**config.mk**
```make
export PLATFORM = sky130hd
export DESIGN_NAME = pixel_quantize_to_int8_unit
export DESIGN_NICKNAME = d
export VERILOG_FILES = /design/src/rtl/pq8_pkg.sv /design/src/rtl/pixel_quantize_to_int8_unit.sv /design/src/rtl/pq8_lane.sv /design/src/rtl/pq8_merge.sv
export SDC_FILE = /design/constraint.sdc
export NUM_CORES = 2
export LEC_CHECK = 0
export ABC_CLOCK_PERIOD_IN_PS = 8300
export BUFFER_PORTS_ARGS = -buffer_cell sky130_fd_sc_hd__buf_2
export CELL_PAD_IN_SITES_DETAIL_PLACEMENT = 0
export CELL_PAD_IN_SITES_GLOBAL_PLACEMENT = 2
export CORE_MARGIN = 1.5
export CORE_UTILIZATION = 41
export DETAILED_ROUTE_END_ITERATION = 16
export HOLD_SLACK_MARGIN = 0.06
export PLACE_DENSITY = 0.85
export SYNTH_ARGS = -nofsm -noshare
export SYNTH_HDL_FRONTEND = slang
export SYNTH_SLANG_ARGS = --single-unit
```
**constraint.sdc**
```tcl
create_clock -name aclk -period 8.3 [get_ports aclk]
set_clock_uncertainty 0.15 [all_clocks]
set_input_delay 0.415 -clock aclk [delete_from_list [all_inputs] [get_ports aclk]]
set_output_delay 0.415 -clock aclk [all_outputs]
set_load 0.005 [all_outputs]
```
**src/rtl/pq8_pkg.sv**
```systemverilog
`default_nettype none

package pq8_pkg;

    localparam int unsigned LANES       = 4;
    localparam int unsigned CFG_W       = 64;
    localparam int unsigned CFG_IDX_W   = 3;
    localparam int unsigned PIX_W       = 8;
    localparam int unsigned COEF_W      = 16;
    // scale * byte fits 25 bits, bias is pre-shifted by 4 to land on 2^-10 units
    localparam int unsigned PROD_W      = COEF_W + PIX_W + 1;
    localparam int unsigned ACC_W       = PROD_W + 1;
    localparam int unsigned FRAC_BITS   = 10;
    localparam int unsigned BIAS_SHIFT  = 4;

    typedef enum logic [CFG_IDX_W-1:0] {
        REG_SCALE = 3'd0,
        REG_BIAS  = 3'd1,
        REG_FMT   = 3'd2,
        REG_SWAP  = 3'd3,
        REG_KEEP  = 3'd4
    } pq8_reg_t;

    typedef enum logic [1:0] {
        FMT_BGRA = 2'd0,
        FMT_BGR  = 2'd1,
        FMT_GRAY = 2'd2,
        FMT_RSVD = 2'd3
    } pq8_fmt_t;

    typedef struct packed {
        logic [PIX_W-1:0] lane3;
        logic [PIX_W-1:0] lane2;
        logic [PIX_W-1:0] lane1;
        logic [PIX_W-1:0] lane0;
        logic             last;
    } pq8_result_t;

endpackage

`default_nettype wire

```
**src/rtl/pixel_quantize_to_int8_unit.sv**
```systemverilog
// Pixel quantizer: one pixel of up to four bytes in, four saturated int8 lanes out,
// lane k = round(scale_k * byte + bias_k) with scale in Q5.10 and bias in Q9.6,
// rounded half away from zero. Four lane cores run side by side, each a two-stage
// pipe (multiply, then bias/round/saturate), followed by an output register with
// a skid slot. Throughput is one pixel per clock while the skid slot is empty;
// a pixel passes the multiply register, the lane result register and the output
// register in turn. Write the configuration registers only while no pixel is in
// flight. pixel_format 3 behaves as gray.
`default_nettype none

module pixel_quantize_to_int8_unit (
    input  wire logic                           aclk,
    input  wire logic                           aresetn,
    input  wire logic                           cfg_we,
    input  wire logic [pq8_pkg::CFG_IDX_W-1:0]  cfg_index,
    input  wire logic [pq8_pkg::CFG_W-1:0]      cfg_data,
    input  wire logic                           s_valid,
    output logic                                s_ready,
    input  wire logic [7:0]                     s_chan0,
    input  wire logic [7:0]                     s_chan1,
    input  wire logic [7:0]                     s_chan2,
    input  wire logic [7:0]                     s_chan3,
    input  wire logic                           s_last_pixel,
    output logic                                m_valid,
    input  wire logic                           m_ready,
    output logic signed [7:0]                   m_lane0,
    output logic signed [7:0]                   m_lane1,
    output logic signed [7:0]                   m_lane2,
    output logic signed [7:0]                   m_lane3,
    output logic                                m_last_pixel_out
);
    import pq8_pkg::*;

    logic [CFG_W-1:0]  scale_reg;
    logic [CFG_W-1:0]  bias_reg;
    pq8_fmt_t          fmt_reg;
    logic              swap_reg;
    logic              keep_reg;

    logic              pipe_en;
    logic              v1_reg;
    logic              v2_reg;
    logic              last1_reg;
    logic              last2_reg;
    logic              is_gray;
    logic              swap_eff;
    logic [PIX_W-1:0]  pix   [LANES];
    logic [LANES-1:0]  active;
    logic [PIX_W-1:0]  lane_q[LANES];
    pq8_result_t       res;
    pq8_result_t       out_res;

    always_ff @(posedge aclk) begin
        if (!aresetn) begin
            scale_reg <= '0;
            bias_reg  <= '0;
            fmt_reg   <= FMT_BGRA;
            swap_reg  <= 1'b0;
            keep_reg  <= 1'b1;
        end else if (cfg_we) begin
            case (cfg_index)
                REG_SCALE: scale_reg <= cfg_data;
                REG_BIAS:  bias_reg  <= cfg_data;
                REG_FMT:   fmt_reg   <= pq8_fmt_t'(cfg_data[1:0]);
                REG_SWAP:  swap_reg  <= cfg_data[0];
                REG_KEEP:  keep_reg  <= cfg_data[0];
                default: ;
            endcase
        end
    end

    assign is_gray  = (fmt_reg inside {FMT_GRAY, FMT_RSVD});
    assign swap_eff = swap_reg && !is_gray;

    assign pix[0] = swap_eff ? s_chan2 : s_chan0;
    assign pix[1] = s_chan1;
    assign pix[2] = swap_eff ? s_chan0 : s_chan2;
    assign pix[3] = s_chan3;

    assign active[0] = 1'b1;
    assign active[1] = !is_gray;
    assign active[2] = !is_gray;
    assign active[3] = (fmt_reg == FMT_BGRA) && keep_reg;

    // whole pipe moves together; it only holds while the skid slot is occupied
    assign s_ready = pipe_en;

    always_ff @(posedge aclk) begin
        if (!aresetn) begin
            v1_reg <= 1'b0;
            v2_reg <= 1'b0;
        end else if (pipe_en) begin
            v1_reg <= s_valid;
            v2_reg <= v1_reg;
        end
    end

    always_ff @(posedge aclk) begin
        if (pipe_en) begin
            last1_reg <= s_last_pixel;
            last2_reg <= last1_reg;
        end
    end

    for (genvar k = 0; k < LANES; k++) begin : g_lane
        pq8_lane u_lane (
            .aclk     (aclk),
            .en       (pipe_en),
            .pix      (pix[k]),
            .scale    (scale_reg[k*COEF_W +: COEF_W]),
            .bias     (bias_reg[k*COEF_W +: COEF_W]),
            .active   (active[k]),
            .lane_out (lane_q[k])
        );
    end

    assign res.lane0 = lane_q[0];
    assign res.lane1 = lane_q[1];
    assign res.lane2 = lane_q[2];
    assign res.lane3 = lane_q[3];
    assign res.last  = last2_reg;

    pq8_merge u_merge (
        .aclk      (aclk),
        .aresetn   (aresetn),
        .in_valid  (v2_reg),
        .in_data   (res),
        .in_ready  (pipe_en),
        .out_valid (m_valid),
        .out_data  (out_res),
        .out_ready (m_ready)
    );

    assign m_lane0          = $signed(out_res.lane0);
    assign m_lane1          = $signed(out_res.lane1);
    assign m_lane2          = $signed(out_res.lane2);
    assign m_lane3          = $signed(out_res.lane3);
    assign m_last_pixel_out = out_res.last;

endmodule

`default_nettype wire

```
**src/rtl/pq8_lane.sv**
```systemverilog
`default_nettype none

module pq8_lane (
    input  wire logic                        aclk,
    input  wire logic                        en,
    input  wire logic [pq8_pkg::PIX_W-1:0]   pix,
    input  wire logic [pq8_pkg::COEF_W-1:0]  scale,
    input  wire logic [pq8_pkg::COEF_W-1:0]  bias,
    input  wire logic                        active,
    output logic      [pq8_pkg::PIX_W-1:0]   lane_out
);
    import pq8_pkg::*;

    localparam int unsigned Q_W = ACC_W - FRAC_BITS;

    logic signed [PROD_W-1:0] prod_reg;
    logic signed [COEF_W-1:0] bias_reg;
    logic                     active_reg;
    logic [PIX_W-1:0]         lane_reg;
    logic [PIX_W-1:0]         lane_next;

    // stage 1: one multiply, registered
    always_ff @(posedge aclk) begin
        if (en) begin
            prod_reg   <= PROD_W'($signed(scale) * $signed({1'b0, pix}));
            bias_reg   <= $signed(bias);
            active_reg <= active;
        end
    end

    // stage 2: add bias, round half away from zero, saturate
    always_comb begin
        logic signed [ACC_W-1:0] acc;
        logic [ACC_W-1:0]        mag;
        logic [Q_W-1:0]          q;
        logic                    neg;
        acc = ACC_W'(prod_reg) + ACC_W'(bias_reg <<< BIAS_SHIFT);
        neg = acc[ACC_W-1];
        mag = neg ? ACC_W'(-acc) : ACC_W'(acc);
        q   = Q_W'((mag + ACC_W'(1 << (FRAC_BITS - 1))) >> FRAC_BITS);
        if (!active_reg) begin
            lane_next = '0;
        end else if (neg) begin
            lane_next = (q > Q_W'(128)) ? 8'h80 : PIX_W'(-q);
        end else begin
            lane_next = (q > Q_W'(127)) ? 8'h7f : PIX_W'(q);
        end
    end

    always_ff @(posedge aclk) begin
        if (en) begin
            lane_reg <= lane_next;
        end
    end

    assign lane_out = lane_reg;

endmodule

`default_nettype wire

```
**src/rtl/pq8_merge.sv**
```systemverilog
`default_nettype none

module pq8_merge (
    input  wire logic                 aclk,
    input  wire logic                 aresetn,
    input  wire logic                 in_valid,
    input  wire pq8_pkg::pq8_result_t in_data,
    output logic                      in_ready,
    output logic                      out_valid,
    output pq8_pkg::pq8_result_t      out_data,
    input  wire logic                 out_ready
);
    import pq8_pkg::*;

    pq8_result_t out_reg;
    pq8_result_t skid_reg;
    logic        out_valid_reg;
    logic        skid_valid_reg;
    logic        out_free;
    logic        in_fire;

    assign in_ready = !skid_valid_reg;
    assign in_fire  = in_valid && !skid_valid_reg;
    assign out_free = !out_valid_reg || out_ready;

    always_ff @(posedge aclk) begin
        if (!aresetn) begin
            out_valid_reg  <= 1'b0;
            skid_valid_reg <= 1'b0;
        end else if (in_fire) begin
            if (out_free) begin
                out_valid_reg <= 1'b1;
            end else begin
                skid_valid_reg <= 1'b1;
            end
        end else if (out_free) begin
            out_valid_reg  <= skid_valid_reg;
            skid_valid_reg <= 1'b0;
        end
    end

    always_ff @(posedge aclk) begin
        if (in_fire) begin
            if (out_free) begin
                out_reg <= in_data;
            end else begin
                skid_reg <= in_data;
            end
        end else if (out_free && skid_valid_reg) begin
            out_reg <= skid_reg;
        end
    end

    assign out_valid = out_valid_reg;
    assign out_data  = out_reg;

endmodule

`default_nettype wire

```
==> impl_metrics.ini <==
[routing]
vias_per_cell = 5.219
ant_nets = 0
wire_per_inst_um = 16.81
routed_wl_mm = 99.58
drc = 0
drtIter0Drc = 1577
num_vias = 30920
dr.pass1.iters = 5

[worst_setup_path]
end_kind = flop
start_kind = flop
startpoint = fmt_reg[1]
critPathKind = reg -> reg
crit_fanout = 16
reg2reg_slack_ns = 1.22
cp.required_ns = 8.62
arrival_ns = 7.41
reg2reg_depth = 23
r2r_end = g_lane[0].u_lane.prod_reg[18]
worstReg2RegStart = fmt_reg[1]
cp-endpoint = g_lane[0].u_lane.prod_reg[18]

[placed_design]
io_buffers = 139
place_hpwl_mm = 77.42
dp_slack_ns = 1.244
gp_congestion = 0.8227

[synthesis]
synth_ff_type = edfxtp_1
syn_inst = 4446
yosysTopAreaCellShare_pct = 19.99
synth_top_area_cell = fa_1
synthTopCellsByArea = fa_1, edfxtp_1, ha_1
syn_area_per_cell_um2 = 9.280
ys_seq_area_share_pct = 25.96
ys_ff_latch = 402
synthArstFlopShare_pct = 0
syn-cell-area_um2 = 41260
syn_nets = 5260
yosys_warnings = 0
synth_edf_count = 266
synth_cell_types = 96

[sta]
min_period_ns = 7.081
fin_ws_ns = 1.219
slew_headroom_pct = 19.84
fin_crit_sh_pct = 85.32
finalHoldViolations = 0
setup_viol = 0
timing.fmax_ghz = 0.1412
fin_hold_ws_ns = 0.1236
rsz0062_at_grt = false
tightest_slew_ns = 1.169
drv_slew = 0
fin_tns_setup_ns = 0

[die]
design.core.area_um2 = 99860
die_width_um = 320.2
dieArea_um2 = 102500
num_io_pins = 140
die_h_um = 320.2
row_count = 116
start_util_pct = 41.32

[flow_run]
cap_violations = 0

[global_routing]
grt_overflow = 0
antenna_found_initial = 3
grt_pass1_wl_mm = 164.5
grt_max_degree = 109
grt_pass1_vias = 31340
track_usage_pct = 19.71

[power_and_ir_drop]
vdd_drop_max_mv = 0.1388
leakage_nw = 20.93
p_per_area_nw_per_um2 = 148.7

[final_layout]
syn2layout_area_growth_pct = 10.58
largest_reg_flops = 100
final_nets = 5400
antenna_cells = 0
drive_gt1_share_pct = 7.521
fin_util_pct = 45.69

[clocking]
holdBufCountCts = 69
clk_pin_slew_ns = 0.06
cts-root-buf = clkbuf_16
postCtsResizedCells = 0
cts_buffer_depth = 3
clk_latency_ns = 0.62
cts_tree = yes
post_cts_buffers = 0
cts_sinks = 402
htreeDepth = 2
cts_buffers = 50

[hold_path]
hold_class = in -> reg

[run_status]
outcome = finished clean
==> metrics by stage <==
step / instances / cell area (um2) / total power [mW]
detailed placement: 5763 / 43260 / 4.566
CTS: 5925 / 45620 / 6.864
global route: 5925 / 45620 / 7.212
floorplan: 4446 / 41260 / 4.049
global placement: 5763 / 43260 / 4.552
finish: 5925 / 45620 / 6.785
==> worst min path at each step <==
stage,from,to,slack (ns),depth (start not counted)
2_1_floorplan,last1_reg,last2_reg,0.25,0
3_3_place_gp,last1_reg,last2_reg,0.26,0
3_5_place_dp,bias_reg[29],g_lane[1].u_lane.bias_reg[13],0.26,0
4_1_cts,m_ready,u_merge.out_valid,0.07,3
5_1_grt,m_ready,u_merge.out_valid,0.09,3
6_report,m_ready,u_merge.out_valid,0.12,3
==> logic make-up after synthesis <==
logic type                 synth area share, %
and+or+nand+nor                          18.45
AOI/OAI and AO/OA                        13.63
buffers and inverters                    6.830
adders and majority gates                29.00
DFF                                      25.96
xor gates and xnor gates                 4.118
muxes                                    2.017
==> per-layer routing <==
layer	track usage, %	up-vias	wire [um]
li1	-	15280	-
met1	27.22	15070	47680
met2	32.91	469	46100
met3	2.538	106	3732
met4	4.466	2	2052
met5	0	-	17
==> cells in the mapped netlist, types with 8 or more instances <==
library cell  number
o31ai_1           12
o21ai_0          103
xor2_1            41
a21boi_0         151
nor2_1           175
a211oi_1          29
and2_1           204
nor2b_1          177
a31oi_1           27
a211o_1           21
nor3_1            72
nor4_1            25
clkbuf_1         131
o31a_1             8
or4_1             13
nand3_1           72
ha_1             297
o21bai_1          10
o211ai_1          26
fa_1             412
a2111oi_0         14
a2111o_1           8
or2_2             12
o21a_1            24
a311oi_1           8
mux2i_1           37
nor3b_1           20
nand2b_1          32
xnor2_1          153
a21o_1            66
inv_1            609
mux2_2            41
and3_1            25
edfxtp_1         266
a41oi_1            8
nand4_1           24
a22oi_1            8
dfxtp_1          136
or3_1             21
and4_1             9
a21oi_1          144
a31o_2            11
nand2_1          598
buf_1              8
==> layout make-up <==
class | instances | area (um2)
Clock buffer | 64 | 1406
Tap cell | 1298 | 1624
Multi-Input combinational cell | 3294 | 27770
Fill cell | 9860 | 54230
Timing Repair Buffer | 229 | 1546
Inverter | 609 | 2293
Sequential cell | 402 | 10710
Clock inverter | 29 | 271.5
==> where the power goes <==
group	internal (mW)	switching [mW]	leakage [nW]
clock network	1.32	0.909	0.811
registers	2.34	0.0904	4.00
logic	0.825	1.30	16.1
==> placed cells by master, fill, tap and decap left out, types with 12 or more instances in the layout <==
cell           Yosys  routed
a2111oi_0         14      14
a211o_1           21      21
a211oi_1          29      29
a21boi_0         151     151
a21o_1            66      66
a21oi_1          144     143
a31oi_1           27      26
and2_1           204     203
and3_1            25      25
buf_2              2     138
buf_4              0      22
clkbuf_16          0      52
dfxtp_1          136     136
dlygate4sd3_1      0      69
edfxtp_1         266     266
fa_1             412     412
ha_1             297     296
inv_1            609     608
mux2_2            41      41
mux2i_1           37      37
nand2_1          598     597
nand2b_1          32      32
nand3_1           72      72
nand4_1           24      24
nor2_1           175     173
nor2b_1          177     175
nor3_1            72      72
nor3b_1           20      20
nor4_1            25      25
o211ai_1          26      26
o21a_1            24      24
o21ai_0          103     103
o31ai_1           12      12
or2_2             12      12
or3_1             21      21
or4_1             13      13
xnor2_1          153     153
xor2_1            41      41
==> worst max-delay path: stages, from the launching register on <==
cell	delay [ns]
dfxtp_1	0.38
nor2b_2	0.13
buf_4	0.24
mux2i_1	0.98
nor2b_1	0.16
fa_1	0.43
inv_1	0.07
fa_1	0.45
fa_1	0.50
fa_1	0.49
inv_1	0.04
ha_1	0.30
o21ai_0	0.12
a21boi_0	0.15
o21ai_0	0.22
a21boi_0	0.17
o21ai_0	0.26
a21boi_0	0.15
o21ai_0	0.24
a21boi_0	0.19
o21ai_0	0.23
a21boi_0	0.16
or4b_2	0.63
nand3_1	0.10
No activity file was read; power rests on OpenSTA's default activity.
